`config.mk`:
```
export PLATFORM = sky130hd
export DESIGN_NAME = lgs_rule
export DESIGN_NICKNAME = d
export VERILOG_FILES = /design/src/design/lgs_pkg.sv /design/src/design/lgs_rule.sv
export SDC_FILE = /design/constraint.sdc
export NUM_CORES = 2
export LEC_CHECK = 0
export ABC_CLOCK_PERIOD_IN_PS = 7570
export BUFFER_PORTS_ARGS = -buffer_cell sky130_fd_sc_hd__clkbuf_2
export CORE_MARGIN = 5
export CORE_UTILIZATION = 30
export DETAILED_ROUTE_END_ITERATION = 12
export MAX_ROUTING_LAYER = met4
export SLEW_MARGIN = 20
export SYNTH_ARGS = -nofsm -noshare
export SYNTH_HDL_FRONTEND = slang
export SYNTH_SLANG_ARGS = --single-unit
```
`constraint.sdc`:
```
create_clock -name vclk -period 7.57
set_input_delay 0 -clock vclk [all_inputs]
set_output_delay 0 -clock vclk [all_outputs]
set_load 0.02 [all_outputs]
```
`src/design/lgs_pkg.sv`:
```
`default_nettype none

package lgs_pkg;

	// request codes
	localparam logic [1:0] REQ_WRITE   = 2'd0;
	localparam logic [1:0] REQ_READ    = 2'd1;
	localparam logic [1:0] REQ_ADVANCE = 2'd2;

	// register indexes of the configuration port
	localparam logic [1:0] CFG_ROWS = 2'd0;
	localparam logic [1:0] CFG_COLS = 2'd1;

	// register widths and reset values
	localparam int         ROWS_REG_W = 7;
	localparam int         COLS_REG_W = 8;
	localparam int         CFG_DATA_W = 8;
	localparam logic [6:0] ROWS_RESET = 7'd50;
	localparam logic [7:0] COLS_RESET = 8'd105;

	// smallest region size that an advance works over
	localparam int MIN_SIZE = 3;

	// b3/s23 neighbor counts
	localparam logic [3:0] NBR_BIRTH = 4'd3;
	localparam logic [3:0] NBR_KEEP  = 4'd2;

	// width of a size count: holds the register and the maximum itself
	function automatic int cnt_width(input int maxv, input int regw);
		int w;
		w = $clog2(maxv + 1);
		return (w > regw) ? w : regw;
	endfunction

	// microprogram step labels
	typedef enum logic [3:0] {
		S_IDLE    = 4'd0,
		S_WR_RD   = 4'd1,
		S_WR_WR   = 4'd2,
		S_RD_RD   = 4'd3,
		S_RD_EMIT = 4'd4,
		S_ADV0    = 4'd5,
		S_ADV1    = 4'd6,
		S_ADV2    = 4'd7,
		S_ADV_ROW = 4'd8,
		S_ADV_END = 4'd9,
		S_BAD     = 4'd10
	} step_t;

	// row read address select
	typedef enum logic [2:0] {
		RD_NONE,
		RD_REQ,
		RD_LAST,
		RD_FIRST,
		RD_NEXT1,
		RD_NEXT2
	} rd_sel_t;

	// row write select
	typedef enum logic [1:0] {
		WR_NONE,
		WR_CELL,
		WR_GEN
	} wr_sel_t;

	// window register loads
	typedef enum logic [1:0] {
		LD_NONE,
		LD_UP,
		LD_CUR,
		LD_SHIFT
	} ld_sel_t;

	// result word to emit
	typedef enum logic [1:0] {
		EM_NONE,
		EM_DONE,
		EM_READ,
		EM_BAD
	} emit_t;

	// sequencer branch kinds
	typedef enum logic [1:0] {
		J_NEXT,
		J_GOTO,
		J_START,
		J_LOOP
	} jmp_t;

	// one control word
	typedef struct packed {
		rd_sel_t rd_sel;
		wr_sel_t wr_sel;
		ld_sel_t ld_sel;
		logic    row_clr;
		emit_t   emit;
		jmp_t    jmp;
		step_t   target;
	} ctrl_t;

	// status from the datapath to the sequencer
	typedef struct packed {
		logic       start;
		logic [1:0] req_type;
		logic       last_row;
	} stat_t;

endpackage

`default_nettype wire

```
`src/design/lgs_rule.sv`:
```
`default_nettype none

module lgs_rule #(
	parameter int MAX_COLS = 128
) (
	input  wire  [MAX_COLS-1:0]                                       up_row,
	input  wire  [MAX_COLS-1:0]                                       cur_row,
	input  wire  [MAX_COLS-1:0]                                       dn_row,
	input  wire  [lgs_pkg::cnt_width(MAX_COLS, lgs_pkg::COLS_REG_W)-1:0] nc,
	output logic [MAX_COLS-1:0]                                       new_row
);

	import lgs_pkg::*;

	localparam int NCW  = cnt_width(MAX_COLS, COLS_REG_W);
	localparam int CA_W = $clog2(MAX_COLS);

	logic [CA_W-1:0] edge_idx;
	logic            up_e;
	logic            cur_e;
	logic            dn_e;

	// cells of the last column in use, left neighbors of column zero
	assign edge_idx = CA_W'(nc - NCW'(1));
	assign up_e     = up_row[edge_idx];
	assign cur_e    = cur_row[edge_idx];
	assign dn_e     = dn_row[edge_idx];

	for (genvar c = 0; c < MAX_COLS; c++) begin : g_col
		logic [2:0] lf;
		logic [2:0] rt;
		logic [3:0] cnt;
		logic       in_reg;
		logic       is_last;

		assign in_reg  = NCW'(c) < nc;
		assign is_last = NCW'(c + 1) == nc;

		// left column, wrapping at column zero
		if (c == 0) begin : g_lf_wrap
			assign lf = {up_e, cur_e, dn_e};
		end else begin : g_lf
			assign lf = {up_row[c-1], cur_row[c-1], dn_row[c-1]};
		end

		// right column, wrapping at the last column in use
		if (c == MAX_COLS - 1) begin : g_rt_wrap
			assign rt = {up_row[0], cur_row[0], dn_row[0]};
		end else begin : g_rt
			assign rt = is_last ? {up_row[0], cur_row[0], dn_row[0]}
			                    : {up_row[c+1], cur_row[c+1], dn_row[c+1]};
		end

		// live neighbor count
		assign cnt = 4'(lf[0]) + 4'(lf[1]) + 4'(lf[2]) + 4'(rt[0]) + 4'(rt[1])
		           + 4'(rt[2]) + 4'(up_row[c]) + 4'(dn_row[c]);

		// birth on three, survival on two or three; outside the region hold
		assign new_row[c] = in_reg ? ((cnt == NBR_BIRTH) || (cur_row[c] && cnt == NBR_KEEP))
		                           : cur_row[c];
	end

endmodule

`default_nettype wire

```
Yosys cells after proc, flatten, opt, wreduce, memory -nomap -nowiden
Cells that the tools add are included.
- $add $sub $neg: 897
- $lt $le $gt $ge: 129
- equal/unequal tests: 383
- mux-type cells: 261
- reduce and logical (&&, ||, !) cells: 256
- operators by type and width (kind ; count):
    $add 4x1->4 ; 512
    $eq 4x2->1 const B ; 256
    $add 3x1->4 ; 128
    $eq 7x8->1 const A ; 64
    $lt 7x8->1 const A ; 64
    $add 2x1->3 ; 128
    $mux 3 ; 127
    $add 1x1->2 ; 128
    $eq 6x8->1 const A ; 32
    $lt 6x8->1 const A ; 32
    $mux 1 ; 131
    $eq 5x8->1 const A ; 16
    $logic_and 1x1->1 ; 128
    $logic_or 1x1->1 ; 128
    $lt 5x8->1 const A ; 16
    $eq 4x8->1 const A ; 8
    $lt 4x8->1 const A ; 8
    $eq 3x8->1 const A ; 4
    $lt 3x8->1 const A ; 4
    $bmux 1 s7 ; 3
    $eq 2x8->1 const A ; 2
    $lt 1x8->1 const A ; 2
    $lt 2x8->1 const A ; 2
    $eq 1x8->1 const A ; 1
    other kinds (2) ; 2
- register bits after elaboration: 0
- output and inout bits: 128
- word-level logic and storage cells: 1926

Logic depth before layout (Yosys ltp)
- depth in word-level cells: 14
- depth in mapped cells: 26
- gate-level depth less buffers: 19

Worst setup path before layout
No wires, ideal clock.
- path kind: input port to output port
- start point: input port nc[0] (netlist bit)
- end point: output port new_row[0]
- data arrival time: 5879 ps
- data required time: 7570 ps
- slack: 1691 ps
- cell stages on the path: 25
- cell sequence: buf_6 -> buf_12 -> buf_6 -> buf_6 -> buf_6 -> inv_1 -> ha_1 -> buf_2 -> buf_4 -> buf_1 -> mux4_2 -> mux2_2 -> o22ai_1 -> nor3_1 -> or4_1 -> fa_1 -> inv_1 -> fa_1 -> fa_1 -> inv_1 -> ha_1 -> fa_1 -> o21ai_0 -> nand2_1 -> a21oi_1
- word-level cells in the longest chain between the ends: 14
- elaborated cells between the ends (all ways): 22
- classes of those cells: add/sub (8); order compare (1); eq/ne (3); mux (8); reduce/logical (2)
- ends and longest elaborated chain (what ; RTL line ; source):
    start: declaration ; lgs_rule.sv:9 ; input wire [lgs_pkg::cnt_width(MAX_COLS, lgs_pkg::COLS_REG_W)-1:0] nc,
    $sub 7x1->7 ; lgs_rule.sv:24 ; assign edge_idx = CA_W'(nc - NCW'(1));
    $bmux 1 s7 (on tied branches) ; lgs_rule.sv:27, lgs_rule.sv:26 ;
    $mux 1 (on tied branches) ; lgs_rule.sv:27, lgs_rule.sv:26 ;
    $add 1x1->2 ; lgs_rule.sv:55 ; assign cnt = 4'(lf[0]) + 4'(lf[1]) + 4'(lf[2]) + 4'(rt[0]) + 4'(rt[1])
    $add 2x1->3 ; lgs_rule.sv:55 ;
    $add 3x1->4 ; lgs_rule.sv:55 ;
    $add 4x1->4 ; lgs_rule.sv:55 ;
    $add 4x1->4 (3 in series) ; lgs_rule.sv:56 ; + 4'(rt[2]) + 4'(up_row[c]) + 4'(dn_row[c]);
    $eq 4x2->1 ; lgs_rule.sv:59 ; assign new_row[c] = in_reg ? ((cnt == NBR_BIRTH) || (cur_row[c] && cnt == NBR_KEEP))
    $logic_and 1x1->1 ; lgs_rule.sv:59 ;
    $logic_or 1x1->1 ; lgs_rule.sv:59 ;
    $mux 1 * ; lgs_rule.sv:59 ;
    end: declaration ; lgs_rule.sv:10 ; output logic [MAX_COLS-1:0] new_row
Mark *: on every way between the ends. The rest lies on a longest branch, timed or not. The select of a mux whose other input is x is not followed.

Final worst setup path
- start point: input port nc[1] (netlist bit)
- end point: output port new_row[0]
The elaborated chain is that of the path after synthesis.

==> flow_metrics.env <==
export IMPL_status="complete, no violations"
export IMPL_register_area_um2=0
export IMPL_die_h_um=323
export IMPL_hp_start="cur_row[113]"
export IMPL_peakVddDrop_mv=0.0683
export IMPL_drcViolationCount=0
export IMPL_drive_above_1_share_pct=23.5
export IMPL_post_cts_resized=0
export IMPL_start_util_pct=30.1
export IMPL_finalSetupViolations=0
export IMPL_fin_area_um2=33600
export IMPL_path_max_fanout=44
export IMPL_slew_limit_headroom_pct=19.5
export IMPL_cp_start_kind="input pin"
export IMPL_syn_inst=3130
export IMPL_synth_compound_area_share_pct=11.3
export IMPL_min_period_ns=6.35
export IMPL_cellLeakagePower_nw=15.6
export IMPL_grt_overflow=0
export IMPL_hold_violations=0
export IMPL_layout_commonest_cell="clkbuf_2"
export IMPL_slew_viol_final=0
export IMPL_synth_cell_type_count=43
export IMPL_numPortBuffers=520
export IMPL_wl_met2_um=60200
export IMPL_hold_depth=4
export IMPL_post_cts_buffers=0
export IMPL_required_ns=7.57
export IMPL_hold_end="new_row[113]"
export IMPL_cts_hold_buf=0
export IMPL_wl_per_cell_um=27.0
export IMPL_endpoint_kind="primary output"
export IMPL_antenna_found_initial=42
export IMPL_grt_pass1_vias=27000
export IMPL_synthAdderAreaFrac_pct=51.3
export IMPL_pin_count=520
export IMPL_n_clock_buffer=0
export IMPL_startpoint="nc[1]"
export IMPL_min_period_over_period_pct=83.9
export IMPL_grt_max_degree=57
export IMPL_synth_mux_area_share_pct=22.4
export IMPL_whs_ns=0.441
export IMPL_setup_ws_ns=1.22
export IMPL_first_pass_iters=6
export IMPL_dpl_hpwl_um=111000
export IMPL_hold_class="in -> out"
export IMPL_ys_seq_area_share_pct=0
export IMPL_coreArea_um2=98000
export IMPL_dp_slack_ns=1.29
export IMPL_synthXorXnorAreaFrac_pct=0.149
export IMPL_rows=115
export IMPL_placed_area_um2=33500
export IMPL_synth_top_family_by_area="adder cells"
export IMPL_syn_to_final_growth_pct=14.0
export IMPL_vias=26600
export IMPL_tightest_slew_ns=1.21
export IMPL_dr_first_iter_drc_count=2308
export IMPL_synthesis_area_um2=29500
export IMPL_flops_and_latches=0
export IMPL_fin_util_pct=34.3
export IMPL_gp_congestion=0.940
export IMPL_mostFrequentLayoutCells="516 x clkbuf_2, 512 x fa_1, 444 x a21oi_1, 400 x inv_1, 388 x ha_1"
export IMPL_power_density_nw_per_um2=131
export IMPL_met3_length_um=11600
export IMPL_crit_arrival_ns=6.35
export IMPL_rsz0062_at_grt="false"
export IMPL_fmax_ghz=0.157
export IMPL_worstSetupPathType="in -> out"
export IMPL_wl_met1_um=53100
export IMPL_routed_top_layer="met4"
export IMPL_grt_pass1_wl_um=188000
export IMPL_syn_nets=4423
export IMPL_synth_simple_area_share_pct=8.00
export IMPL_grt_use_total_pct=25.2
export IMPL_wirelength_um=132000
export IMPL_dieArea_um2=105000
export IMPL_ys_warn_count=0
export IMPL_final_antenna_net_count=0
export IMPL_die_x_um=323
export IMPL_final_nets=4864
export IMPL_via_per_inst=5.43
export IMPL_finalSetupTns_ns=0
export IMPL_cap_violations=0
export IMPL_syn_area_per_cell_um2=9.41
==> Yosys cell counts <==
master,number,area (um2)
nand2_1,221,830
o21a_1,1,7.51
nor3_1,25,125
a31o_2,1,8.76
buf_12,2,40.0
buf_6,4,45.0
nor4b_1,1,8.76
or3_1,3,18.8
a31oi_1,15,93.8
and2_0,1,6.26
and2_1,5,31.3
mux2i_1,246,2460
buf_4,3,22.5
nor3_2,2,20.0
nand4_1,2,12.5
o22ai_1,24,150
buf_1,6,22.5
a41oi_1,1,8.76
ha_1,389,4870
mux4_2,92,2070
o21bai_1,6,45.0
clkinv_1,1,3.75
nand2b_1,11,68.8
nor2_1,117,439
inv_1,400,1500
inv_2,1,3.75
a21o_1,1,7.51
o21ai_0,155,776
or4_1,2,15.0
nand3_1,142,711
xor2_1,1,8.76
clkbuf_1,86,323
nor4_1,2,12.5
a21oi_1,444,2220
nor2b_1,3,18.8
or2_2,3,18.8
xnor2_1,4,35.0
and3_1,2,12.5
mux4_1,4,105
and4_1,1,8.76
fa_1,512,10200
mux2_2,174,1960
buf_2,14,70.1
==> kinds of logic after synthesis <==
logic type	after synthesis
adder cells (fa/ha/maj)	901
AO/OA/AOI/OAI	648
AND/OR/NAND/NOR	543
buffers and inverters	517
multiplexers	516
XOR/XNOR	5
==> report_power, final <==
part	switching, mW	internal, mW	leakage [nW]
clock	0	0.000000557	0.000272
sequential	0	0	0
combinational	2.66	1.74	15.6
total	2.66	1.74	15.6
==> worst max-delay path by stage <==
stage,endpoint,slack [ns]
3_3_place_gp,new_row[0],1.31
4_1_cts,new_row[0],1.31
5_1_grt,new_row[0],0.92
6_report,new_row[0],1.22
3_5_place_dp,new_row[0],1.29
2_1_floorplan,new_row[0],1.69
==> worst max-delay path, cell delays in order <==
cell and delay, ns:
clkbuf_2 0.34, inv_1 0.19, ha_4 0.86, buf_4 0.41
mux4_2 0.35, mux2_2 0.29, o22ai_1 0.13, nor3_1 0.08
or4_1 0.49, fa_1 0.50, inv_1 0.06, fa_1 0.50
fa_1 0.54, inv_1 0.04, ha_1 0.22, fa_1 0.38
o21ai_0 0.18, nand2_1 0.07, a21oi_1 0.41, clkbuf_2 0.26
==> per-stage QoR <==
stage	instances	total power, mW
after floorplan	3130	2.98
after global placement	4856	4.26
after detailed placement	4856	4.39
after CTS	4856	4.42
after global routing	4897	5.01
final	4899	4.41
==> metal layers <==
metal | track usage [%] | vias up
met5 | - | -
met4 | 10.6 | 0
met3 | 6.56 | 271
met2 | 39.2 | 1173
met1 | 31.2 | 13300
li1 | - | 11800
==> cell type report <==
cell class                      count  area, um2
Fill cell                       10200      64400
Multi-Input combinational cell   2613      27500
Timing Repair Buffer              554       2880
Tap cell                         1287       1610
Inverter                          402       1510
Antenna cell                       43        108
Note: power is estimated with default switching activity, not from simulation.
