**config.mk**
```make
export PLATFORM = sky130hd
export DESIGN_NAME = lgs_seq
export DESIGN_NICKNAME = d
export VERILOG_FILES = /design/src/design/lgs_pkg.sv /design/src/design/lgs_seq.sv
export SDC_FILE = /design/constraint.sdc
export NUM_CORES = 1
export LEC_CHECK = 0
export BUFFER_PORTS_ARGS = -buffer_cell sky130_fd_sc_hd__buf_2
export CORE_AREA = 2 2 39 41
export CTS_CLUSTER_SIZE = 16
export DETAILED_ROUTE_END_ITERATION = 8
export DIE_AREA = 0 0 41 43
export PLACE_DENSITY = 0.66
export SKIP_CTS_REPAIR_TIMING = 1
export SYNTH_ARGS = -nofsm -noshare
export SYNTH_HDL_FRONTEND = slang
export SYNTH_SLANG_ARGS = --single-unit
```
**constraint.sdc**
```tcl
create_clock -name clk -period 1.8 [get_ports clk]
set_input_delay 0.36 -clock clk [delete_from_list [all_inputs] [get_ports clk]]
set_output_delay 0.36 -clock clk [all_outputs]
set_load 0.01 [all_outputs]
```
**src/design/lgs_pkg.sv**
```systemverilog
`default_nettype none

package lgs_pkg;

	// request codes
	localparam logic [1:0] REQ_WRITE   = 2'd0;
	localparam logic [1:0] REQ_READ    = 2'd1;
	localparam logic [1:0] REQ_ADVANCE = 2'd2;

	// register indexes of the configuration port
	localparam logic [1:0] CFG_ROWS = 2'd0;
	localparam logic [1:0] CFG_COLS = 2'd1;

	// register widths and reset values
	localparam int         ROWS_REG_W = 7;
	localparam int         COLS_REG_W = 8;
	localparam int         CFG_DATA_W = 8;
	localparam logic [6:0] ROWS_RESET = 7'd50;
	localparam logic [7:0] COLS_RESET = 8'd105;

	// smallest region size that an advance works over
	localparam int MIN_SIZE = 3;

	// b3/s23 neighbor counts
	localparam logic [3:0] NBR_BIRTH = 4'd3;
	localparam logic [3:0] NBR_KEEP  = 4'd2;

	// width of a size count: holds the register and the maximum itself
	function automatic int cnt_width(input int maxv, input int regw);
		int w;
		w = $clog2(maxv + 1);
		return (w > regw) ? w : regw;
	endfunction

	// microprogram step labels
	typedef enum logic [3:0] {
		S_IDLE    = 4'd0,
		S_WR_RD   = 4'd1,
		S_WR_WR   = 4'd2,
		S_RD_RD   = 4'd3,
		S_RD_EMIT = 4'd4,
		S_ADV0    = 4'd5,
		S_ADV1    = 4'd6,
		S_ADV2    = 4'd7,
		S_ADV_ROW = 4'd8,
		S_ADV_END = 4'd9,
		S_BAD     = 4'd10
	} step_t;

	// row read address select
	typedef enum logic [2:0] {
		RD_NONE,
		RD_REQ,
		RD_LAST,
		RD_FIRST,
		RD_NEXT1,
		RD_NEXT2
	} rd_sel_t;

	// row write select
	typedef enum logic [1:0] {
		WR_NONE,
		WR_CELL,
		WR_GEN
	} wr_sel_t;

	// window register loads
	typedef enum logic [1:0] {
		LD_NONE,
		LD_UP,
		LD_CUR,
		LD_SHIFT
	} ld_sel_t;

	// result word to emit
	typedef enum logic [1:0] {
		EM_NONE,
		EM_DONE,
		EM_READ,
		EM_BAD
	} emit_t;

	// sequencer branch kinds
	typedef enum logic [1:0] {
		J_NEXT,
		J_GOTO,
		J_START,
		J_LOOP
	} jmp_t;

	// one control word
	typedef struct packed {
		rd_sel_t rd_sel;
		wr_sel_t wr_sel;
		ld_sel_t ld_sel;
		logic    row_clr;
		emit_t   emit;
		jmp_t    jmp;
		step_t   target;
	} ctrl_t;

	// status from the datapath to the sequencer
	typedef struct packed {
		logic       start;
		logic [1:0] req_type;
		logic       last_row;
	} stat_t;

endpackage

`default_nettype wire

```
**src/design/lgs_seq.sv**
```systemverilog
`default_nettype none

module lgs_seq (
	input  wire            clk,
	input  wire            arst_n,
	input  lgs_pkg::stat_t stat,
	output lgs_pkg::ctrl_t ctrl,
	output logic           busy
);

	import lgs_pkg::*;

	step_t upc_q;
	step_t upc_d;

	// control store
	function automatic ctrl_t rom(input step_t s);
		ctrl_t w;
		w = '{rd_sel: RD_NONE, wr_sel: WR_NONE, ld_sel: LD_NONE, row_clr: 1'b0,
		      emit: EM_NONE, jmp: J_GOTO, target: S_IDLE};
		case (s)
			S_IDLE: begin
				w.jmp = J_START;
			end
			S_WR_RD: begin
				w.rd_sel = RD_REQ;
				w.jmp    = J_NEXT;
			end
			S_WR_WR: begin
				w.wr_sel = WR_CELL;
				w.emit   = EM_DONE;
			end
			S_RD_RD: begin
				w.rd_sel = RD_REQ;
				w.jmp    = J_NEXT;
			end
			S_RD_EMIT: begin
				w.emit = EM_READ;
			end
			S_ADV0: begin
				w.rd_sel  = RD_LAST;
				w.row_clr = 1'b1;
				w.jmp     = J_NEXT;
			end
			S_ADV1: begin
				w.rd_sel = RD_FIRST;
				w.ld_sel = LD_UP;
				w.jmp    = J_NEXT;
			end
			S_ADV2: begin
				w.rd_sel = RD_NEXT1;
				w.ld_sel = LD_CUR;
				w.jmp    = J_NEXT;
			end
			S_ADV_ROW: begin
				w.rd_sel = RD_NEXT2;
				w.wr_sel = WR_GEN;
				w.ld_sel = LD_SHIFT;
				w.jmp    = J_LOOP;
				w.target = S_ADV_ROW;
			end
			S_ADV_END: begin
				w.emit = EM_DONE;
			end
			S_BAD: begin
				w.emit = EM_BAD;
			end
			default: begin
				w.jmp = J_GOTO;
			end
		endcase
		return w;
	endfunction

	assign ctrl = rom(upc_q);
	assign busy = upc_q != S_IDLE;

	// next step
	always_comb begin
		upc_d = upc_q;
		case (ctrl.jmp)
			J_NEXT: begin
				upc_d = step_t'(upc_q + 4'd1);
			end
			J_GOTO: begin
				upc_d = ctrl.target;
			end
			J_START: begin
				if (stat.start) begin
					case (stat.req_type)
						REQ_WRITE:   upc_d = S_WR_RD;
						REQ_READ:    upc_d = S_RD_RD;
						REQ_ADVANCE: upc_d = S_ADV0;
						default:     upc_d = S_BAD;
					endcase
				end
			end
			J_LOOP: begin
				upc_d = stat.last_row ? step_t'(upc_q + 4'd1) : ctrl.target;
			end
			default: begin
				upc_d = S_IDLE;
			end
		endcase
	end

	// step counter
	always_ff @(posedge clk or negedge arst_n) begin
		if (!arst_n) begin
			upc_q <= S_IDLE;
		end else begin
			upc_q <= upc_d;
		end
	end

endmodule

`default_nettype wire

```
# ---- Yosys cells after proc, flatten, opt, wreduce, memory -nomap -nowiden
# Index checks and enable logic that the tools add are counted.
dict set report classes {
  addsub 1
  n_eq_ne 16
  n_reduce_logical 7
  muxes 11
}
# cell n
set ops {}
lappend ops {{2-bit one-hot mux with 3 select lines} 3}
lappend ops {{4-bit by 3-bit equality test with 1-bit output (second input constant)} 4}
lappend ops {{4-bit one-hot mux with 4 select lines} 1}
lappend ops {{3-bit one-hot mux with 5 select lines} 1}
lappend ops {{4-bit equality test (second input constant)} 3}
lappend ops {{4-bit two-way mux} 3}
lappend ops {{4-bit one-hot mux with 3 select lines} 1}
lappend ops {{4-bit by 2-bit equality test with 1-bit output (second input constant)} 2}
lappend ops {{2-bit equality test (second input constant)} 3}
lappend ops {{5-bit OR reduction} 1}
lappend ops {{4-bit by 1-bit adder with 4-bit output (second input constant)} 1}
lappend ops {{2-bit by 1-bit equality test with 1-bit output (second input constant)} 2}
lappend ops {{4-bit by 1-bit equality test with 1-bit output (second input constant)} 1}
lappend ops {{2-bit logical NOT} 2}
lappend ops {{4-bit logical NOT} 1}
lappend ops {{2-bit one-hot mux with 2 select lines} 1}
lappend ops {{4-bit nonzero test} 1}
lappend ops {{2-bit OR reduction} 2}
lappend ops {{2-bit inequality test (second input constant)} 1}
lappend ops {{1-bit two-way mux} 1}
dict set report word_totals {
  out_inout_bits 17
  word_cells 36
  inputBits 6
  ff_bits 4
}

# ---- Longest topological paths before layout
# Gate-level depths: netlist of the first run.
dict set report depth {
  ltp_word 5
  depth_mapped 6
  ltp_nobuf 6
}

# ---- Worst setup path before layout of the first run
# No wires, ideal clock.
dict set report synth_path {
  path_kind {register -> output}
  startpoint {reg upc_q[0]}
  endpoint {out ctrl[15] in the netlist's numbering}
  arrival_ps 1429
  stages_incl_launch_ff 7
  setup_slack_ps 11
  path_buffers 1
  required_time_ps 1440
  cell_sequence {dfrtp_1 > inv_1 > ha_1 > nor2b_4 > and2_1 > a21o_1 > buf_4}
}
# item line
set synth_rtl {}
lappend synth_rtl {{start, declared} lgs_seq.sv:13} ;# step_t upc_q;
lappend synth_rtl {{start signal, assigned} lgs_seq.sv:112} ;# upc_q <= upc_d;
lappend synth_rtl {{end, declared} lgs_seq.sv:7} ;# output lgs_pkg::ctrl_t ctrl,

==> results.yml, run 1 <==
run_status:
  status: "complete, but fails checks"
  violations: "negative setup slack"
die:
  die_w_um: 41
  io-pin-count: 23
  chipHeight_um: 43
  dieArea_um2: 1760
  num_rows: 14
  coreArea_um2: 1380
  initial_core_util_pct: 36.7
drt:
  ant_nets: 0
  drt_wl_total_mm: 1.18
  vias: 509
  drcViolationCount: 0
  viasPerCell: 4.89
  firstDrtPassIters: 4
  drt-initial-drc-count: 11
  wl_per_cell_um: 11.3
job:
  drv_cap: 0
timing:
  fin_setup_tns_ps: -205
  fin_crit_sh_pct: 104
  clock_skew_ps: 1.31
  grt_setup_unrepaired: "yes"
  setup_ws_ps: -67.8
  slew_violations: 0
  min_period_ps: 1870
  setup_viol: 4
  final_hold_viol_count: 0
  max_freq_ghz: 0.535
layout:
  drive_gt1_share_pct: 51.1
  num_antenna_cells: 0
  num-nets-final: 100
  top_register: "upc_q"
  fin_util_pct: 50.9
  multi_input_area_um2: 358
  nFillCells: 132
  largestRegisters: "upc_q (4)"
  stdcell_area_um2: 704
  largest_reg_flops: 4
  area_delta_synth_final_pct: 38.7
  stdcell_count: 104
  seq_area_um2: 101
synth:
  ys_warn_count: 0
  synthArstFlopShare_pct: 100
  synth-adder-area-share_pct: 9.85
  postSynthCellCount: 60
  synth_edf_count: 0
  synth_top_family_by_area: "simple AND/OR/NAND/NOR gates"
  synth_compound_area_share_pct: 24.4
  ys_types: 34
  synth_area_per_cell_um2: 8.47
  yosys_register_bits: 4
  synthSimpleGateAreaFrac_pct: 29.3
  synth-xor-area-share_pct: 1.72
  ys.flop_type: "dfrtp_1"
  syn_area_um2: 508
  seq_area_frac_synth_pct: 19.7
  synthMuxAreaShare_pct: 0
grt:
  antenna_found_initial: 0
  grt_overflow: 0
  track_usage_pct: 12.9
  grt_pass1_wl_mm: 1.55
  grt_pass1_vias: 366
  grt_start_max_net_pins: 12
min_path:
  hold_depth: 3
  hold_end: "upc_q[2]$_DFFE_PN0P_"
  min_from: "stat[2]"
  hold_path_class: "in -> reg"
clock_network:
  cts_buffers: 3
  clockRootBuffer: "clkbuf_4"
  cts_buffer_depth: 2
  path_clk_slew_ps: 40
  cts_tree: "built"
  htreeDepth: 1
  insertion_delay_ps: 230
  cts_sinks: 4
critical_path:
  worstPathMaxFanout: 5
  r2r_cells: 6
  rr_startpoint: "upc_q[1]$_DFFE_PN0P_"
  crit_arrival_ps: 1510
  r2r_setup_slack_ps: 220
  crit_path_start_kind: "flip-flop"
  r2r_end: "upc_q[0]$_DFFE_PN0P_"
  required_ps: 1440
  crit_path_end_kind: "output pin"
  path_class: "reg -> out"
pwr:
  p_leak_nw: 0.386
  ir_worst_vdd_uv: 860
  p_per_area_nw_per_um2: 1790
  power_mw: 1.26
placed_design:
  placed_area_um2: 603
  dp_hpwl_um: 825
  placed_cells: 93
  numPortBuffers: 19
  gp_routability_congestion: 0.745
final cells by class:
type                            count  area share [%]
Inverter                            4            2.13
Multi-Input combinational cell     46            50.8
Clock buffer                        3            3.20
Tap cell                           16            2.84
Sequential cell                     4            14.4
Timing Repair Buffer               31            26.6
cell families after synthesis:
logic type      after synthesis
other cells                   1
fa+ha+maj                     4
simple gates                 24
xor+xnor                      1
buf+inv                      12
flops                         4
compound gates               14
where the power goes:
group	internal, mW	switching [mW]	leakage [nW]
combinational	0.495	0.498	0.321
clock	0.0744	0.0340	0.0138
sequential	0.128	0.0295	0.0515
synthesized netlist by cell type (2+ instances only):
| library cell | count | area, um^2 |
|---|---|---|
| nor2_1 | 3 | 11.3 |
| ha_1 | 4 | 50.1 |
| dfrtp_1 | 4 | 100 |
| and2_1 | 2 | 12.5 |
| a21o_1 | 2 | 15.0 |
| inv_1 | 3 | 11.3 |
| a21oi_1 | 3 | 15.0 |
| nand4b_1 | 2 | 17.5 |
| nand2_1 | 6 | 22.5 |
| nand3b_1 | 2 | 15.0 |
| buf_4 | 5 | 37.5 |
| o21bai_1 | 2 | 15.0 |
layer usage:
layer  GRT usage (%)  vias to the layer above  share of wire (%)
li1                -                      260                  -
met1            17.5                      222                 43
met2            17.2                       27                 48
met3            3.66                        0                8.7
met4            8.00                        0                  0
met5               0                        -                  0
worst max-delay path by stage:
| stage | from | depth (start not counted) | slack [ps] | endpoint |
|---|---|---|---|---|
| after global routing | upc_q[0]$_DFFE_PN0P_ | 6 | -150 | ctrl[15] |
| after detailed placement | upc_q[0]$_DFFE_PN0P_ | 6 | 60 | ctrl[13] |
| after CTS | upc_q[0]$_DFFE_PN0P_ | 6 | -200 | ctrl[13] |
| final | upc_q[0]$_DFFE_PN0P_ | 6 | -70 | ctrl[10] |
| after global placement | upc_q[0]$_DFFE_PN0P_ | 6 | 110 | ctrl[13] |
| after floorplan | upc_q[0]$_DFFE_PN0P_ | 6 | 10 | ctrl[15] |
cells in the final DEF (no fill, tap or decap), types with 2 or more instances in the layout:
| master | instances |
|---|---|
| buf_2 | 19 |
| buf_4 | 11 |
| nand2_1 | 6 |
| inv_2 | 3 |
| a21oi_1 | 3 |
| ha_1 | 3 |
| conb_1 | 3 |
| clkbuf_4 | 3 |
| dfrtp_1 | 3 |
| nor2_1 | 2 |
| nand3b_1 | 2 |
| and2_1 | 2 |
| nor2_2 | 2 |
| o21bai_1 | 2 |
| a21o_1 | 2 |
| nand4b_1 | 2 |
metrics by stage:
stage,worst slack [ps],hold slack (ps)
2_1_floorplan,11.4,64.4
6_report,-67.8,424
4_1_cts,-199,-78.6
3_5_place_dp,56.5,172
3_3_place_gp,110,170
5_1_grt,-145,450
critical path: stages (launching register included):
cell and delay (ps):
dfrtp_2 430, inv_2 90, ha_4 140, nor2b_4 190, and2_1 180, a21o_1 110
buf_2 130
Power figures use the tool's default switching activity.
==> inputs of run 2 (changes only) <==
--- a/config.mk
+++ b/config.mk
@@ -5,13 +5,16 @@
 export SDC_FILE = /design/constraint.sdc
 export NUM_CORES = 1
 export LEC_CHECK = 0
+export ABC_AREA = 1
 export BUFFER_PORTS_ARGS = -buffer_cell sky130_fd_sc_hd__buf_2
 export CORE_AREA = 2 2 39 41
+export CTS_BUF_LIST = sky130_fd_sc_hd__clkbuf_8
 export CTS_CLUSTER_SIZE = 16
 export DETAILED_ROUTE_END_ITERATION = 8
 export DIE_AREA = 0 0 41 43
-export PLACE_DENSITY = 0.66
+export PLACE_DENSITY = 0.69
 export SKIP_CTS_REPAIR_TIMING = 1
 export SYNTH_ARGS = -nofsm -noshare
 export SYNTH_HDL_FRONTEND = slang
 export SYNTH_SLANG_ARGS = --single-unit
+export TNS_END_PERCENT = 1
==> results.yml, run 2 <==
layout:
  top_register: "upc_q"
  drive_gt1_share_pct: 56.3
  largestRegisters: "upc_q (4)"
  area_delta_synth_final_pct: 58.4
  nFillCells: 133
  layout_commonest_cell: "buf_2"
  num_antenna_cells: 0
  final_cell_mix: "buf_2, nand2_1, nor2_1, buf_4"
  largest_reg_flops: 4
  num-nets-final: 124
pwr:
  clkPwrFrac_pct: 9.4
  p_per_area_nw_per_um2: 2320
  p_sw_share_pct: 48.3
  p_switching_mw: 0.974
  intPower_mw: 1.04
  p_leak_nw: 0.463
  ir_worst_vdd_uv: 996
  pwr-share-comb_pct: 79.3
  power_frac_seq_pct: 11.3
critical_path:
  crit_path_start_kind: "flip-flop"
  path_class: "reg -> out"
  crit_path_end_kind: "output pin"
  critical_path.endpoint: "ctrl[13]"
  r2r_setup_slack_ps: 120
  crit_arrival_ps: 1420
  r2r_end: "upc_q[3]$_DFFE_PN0P_"
  required_ps: 1440
  r2r_cells: 8
  crit_start: "upc_q[0]$_DFFE_PN0P_"
  rr_startpoint: "upc_q[0]$_DFFE_PN0P_"
  worstPathMaxFanout: 5
clock_network:
  path_clk_slew_ps: 30
  cts_tree: "built"
  clockRootBuffer: "clkbuf_8"
  htreeDepth: 1
  cts_buffer_depth: 2
  cts_buffers: 3
  insertion_delay_ps: 220
  cts_sinks: 4
die:
  dieArea_um2: 1760
  num_rows: 14
  die_w_um: 41
  coreArea_um2: 1380
  chipHeight_um: 43
  io-pin-count: 23
  initial_core_util_pct: 39.6
min_path:
  hold_path_class: "in -> reg"
  min_from: "stat[3]"
  hold_depth: 4
timing:
  grt_setup_unrepaired: "yes"
  min_period_ps: 1780
  setup_ws_ps: 16.6
  max_freq_ghz: 0.561
  clock_skew_ps: 3.24
  setup_viol: 0
  slew_violations: 0
  final_hold_viol_count: 0
  fin_setup_tns_ps: 0
  fin_crit_sh_pct: 99.1
drt:
  wl_per_cell_um: 10.3
  drt_wl_total_mm: 1.31
  vias: 590
  drcViolationCount: 0
  viasPerCell: 4.61
  drt-initial-drc-count: 11
  ant_nets: 0
  firstDrtPassIters: 4
grt:
  grt_pass1_vias: 465
  track_usage_pct: 15.5
  grt_start_max_net_pins: 9
  grt_pass1_wl_mm: 1.82
  grt_overflow: 0
  antenna_found_initial: 0
synth:
  postSynthCellCount: 81
  synth_top_cell_by_area: "dfrtp_1"
  ys_warn_count: 0
  synth-xor-area-share_pct: 3.20
  ys_top_cells_by_area: "dfrtp_1, ha_1, nand2_1, nor2_1, buf_4"
  yosysMostFrequentCell: "nand2_1"
  synth_area_per_cell_um2: 6.77
  syn_area_um2: 548
  synthMuxAreaShare_pct: 0
  synthArstFlopShare_pct: 100
  ys.flop_type: "dfrtp_1"
  synth_edf_count: 0
  ys_types: 25
  synth-adder-area-share_pct: 9.13
  yosys_register_bits: 4
  synthSimpleGateAreaFrac_pct: 42.5
  ys_top_cells_by_count: "nand2_1, nor2_1, inv_1"
  synth_top_family_by_area: "simple AND/OR/NAND/NOR gates"
  seq_area_frac_synth_pct: 18.3
  synth_top_area_share_pct: 18.3
  synth_compound_area_share_pct: 8.90
run_status:
  status: "finished clean"
job:
  drv_cap: 0
placed_design:
  dp_hpwl_um: 959
  preCtsSetupSlack_ps: 37.8
  gp_routability_congestion: 0.824
  numPortBuffers: 19
run 2: area by class of cell:
type / count / area, um^2 / area share [%]
sequential: 4 / 103 / 11.8
tap: 16 / 20.0 / 2.31
timing repair buffer: 31 / 210 / 24.2
clock buffer: 3 / 41.3 / 4.76
multi-input combinational: 59 / 432 / 49.7
inverter: 15 / 62.6 / 7.20
run 2: worst min-delay path by stage:
| stage | end | slack [ps] |
|---|---|---|
| 5_1_grt | upc_q[0]$_DFFE_PN0P_ | 450 |
| 6_report | upc_q[0]$_DFFE_PN0P_ | 430 |
| 4_1_cts | upc_q[0]$_DFFE_PN0P_ | -70 |
| 3_5_place_dp | upc_q[0]$_DFFE_PN0P_ | 160 |
| 2_1_floorplan | upc_q[0]$_DFFE_PN0P_ | 60 |
| 3_3_place_gp | upc_q[1]$_DFFE_PN0P_ | 170 |
run 2: cell families after synthesis:
logic type / Yosys count
flops: 4
fa+ha+maj: 4
compound gates: 8
buf+inv: 20
xor+xnor: 2
simple gates: 42
other cells: 1
run 2: critical path: stages, from the launching register on:
cell	delay, ps
dfrtp_2	460
inv_4	70
ha_4	180
nand3_4	100
o21ai_2	60
or2_1	190
buf_2	130
run 2: metal layers:
metal | vias up | global-route usage [%] | part of all wire, %
li1 | 304 | - | -
met1 | 261 | 17.6 | 38
met2 | 21 | 24.7 | 54
met3 | 4 | 3.14 | 5.6
met4 | 0 | 10.0 | 2.6
met5 | - | 0 | 0
run 2: power groups by stage:
stage / Clock (mW) / Combinational (mW) / Sequential, mW
2_1_floorplan: 0 / 0.894 / 0.183
3_3_place_gp: 0 / 1.20 / 0.192
3_5_place_dp: 0 / 1.20 / 0.196
4_1_cts: 0.195 / 1.21 / 0.195
5_1_grt: 0.200 / 1.76 / 0.233
6_report: 0.190 / 1.60 / 0.227
run 2: metrics by stage:
step           instance area, um^2  power, mW  std cells  hold WS, ps  utilization, %
2_1_floorplan                  556       1.08         83         64.4               -
4_1_cts                        689       1.60        118        -67.2            49.8
3_3_place_gp                   648       1.39        115          165            46.8
5_1_grt                        868       2.19        128          452            62.7
3_5_place_dp                   648       1.40        115          165            46.8
6_report                       868       2.02        128          432            62.7
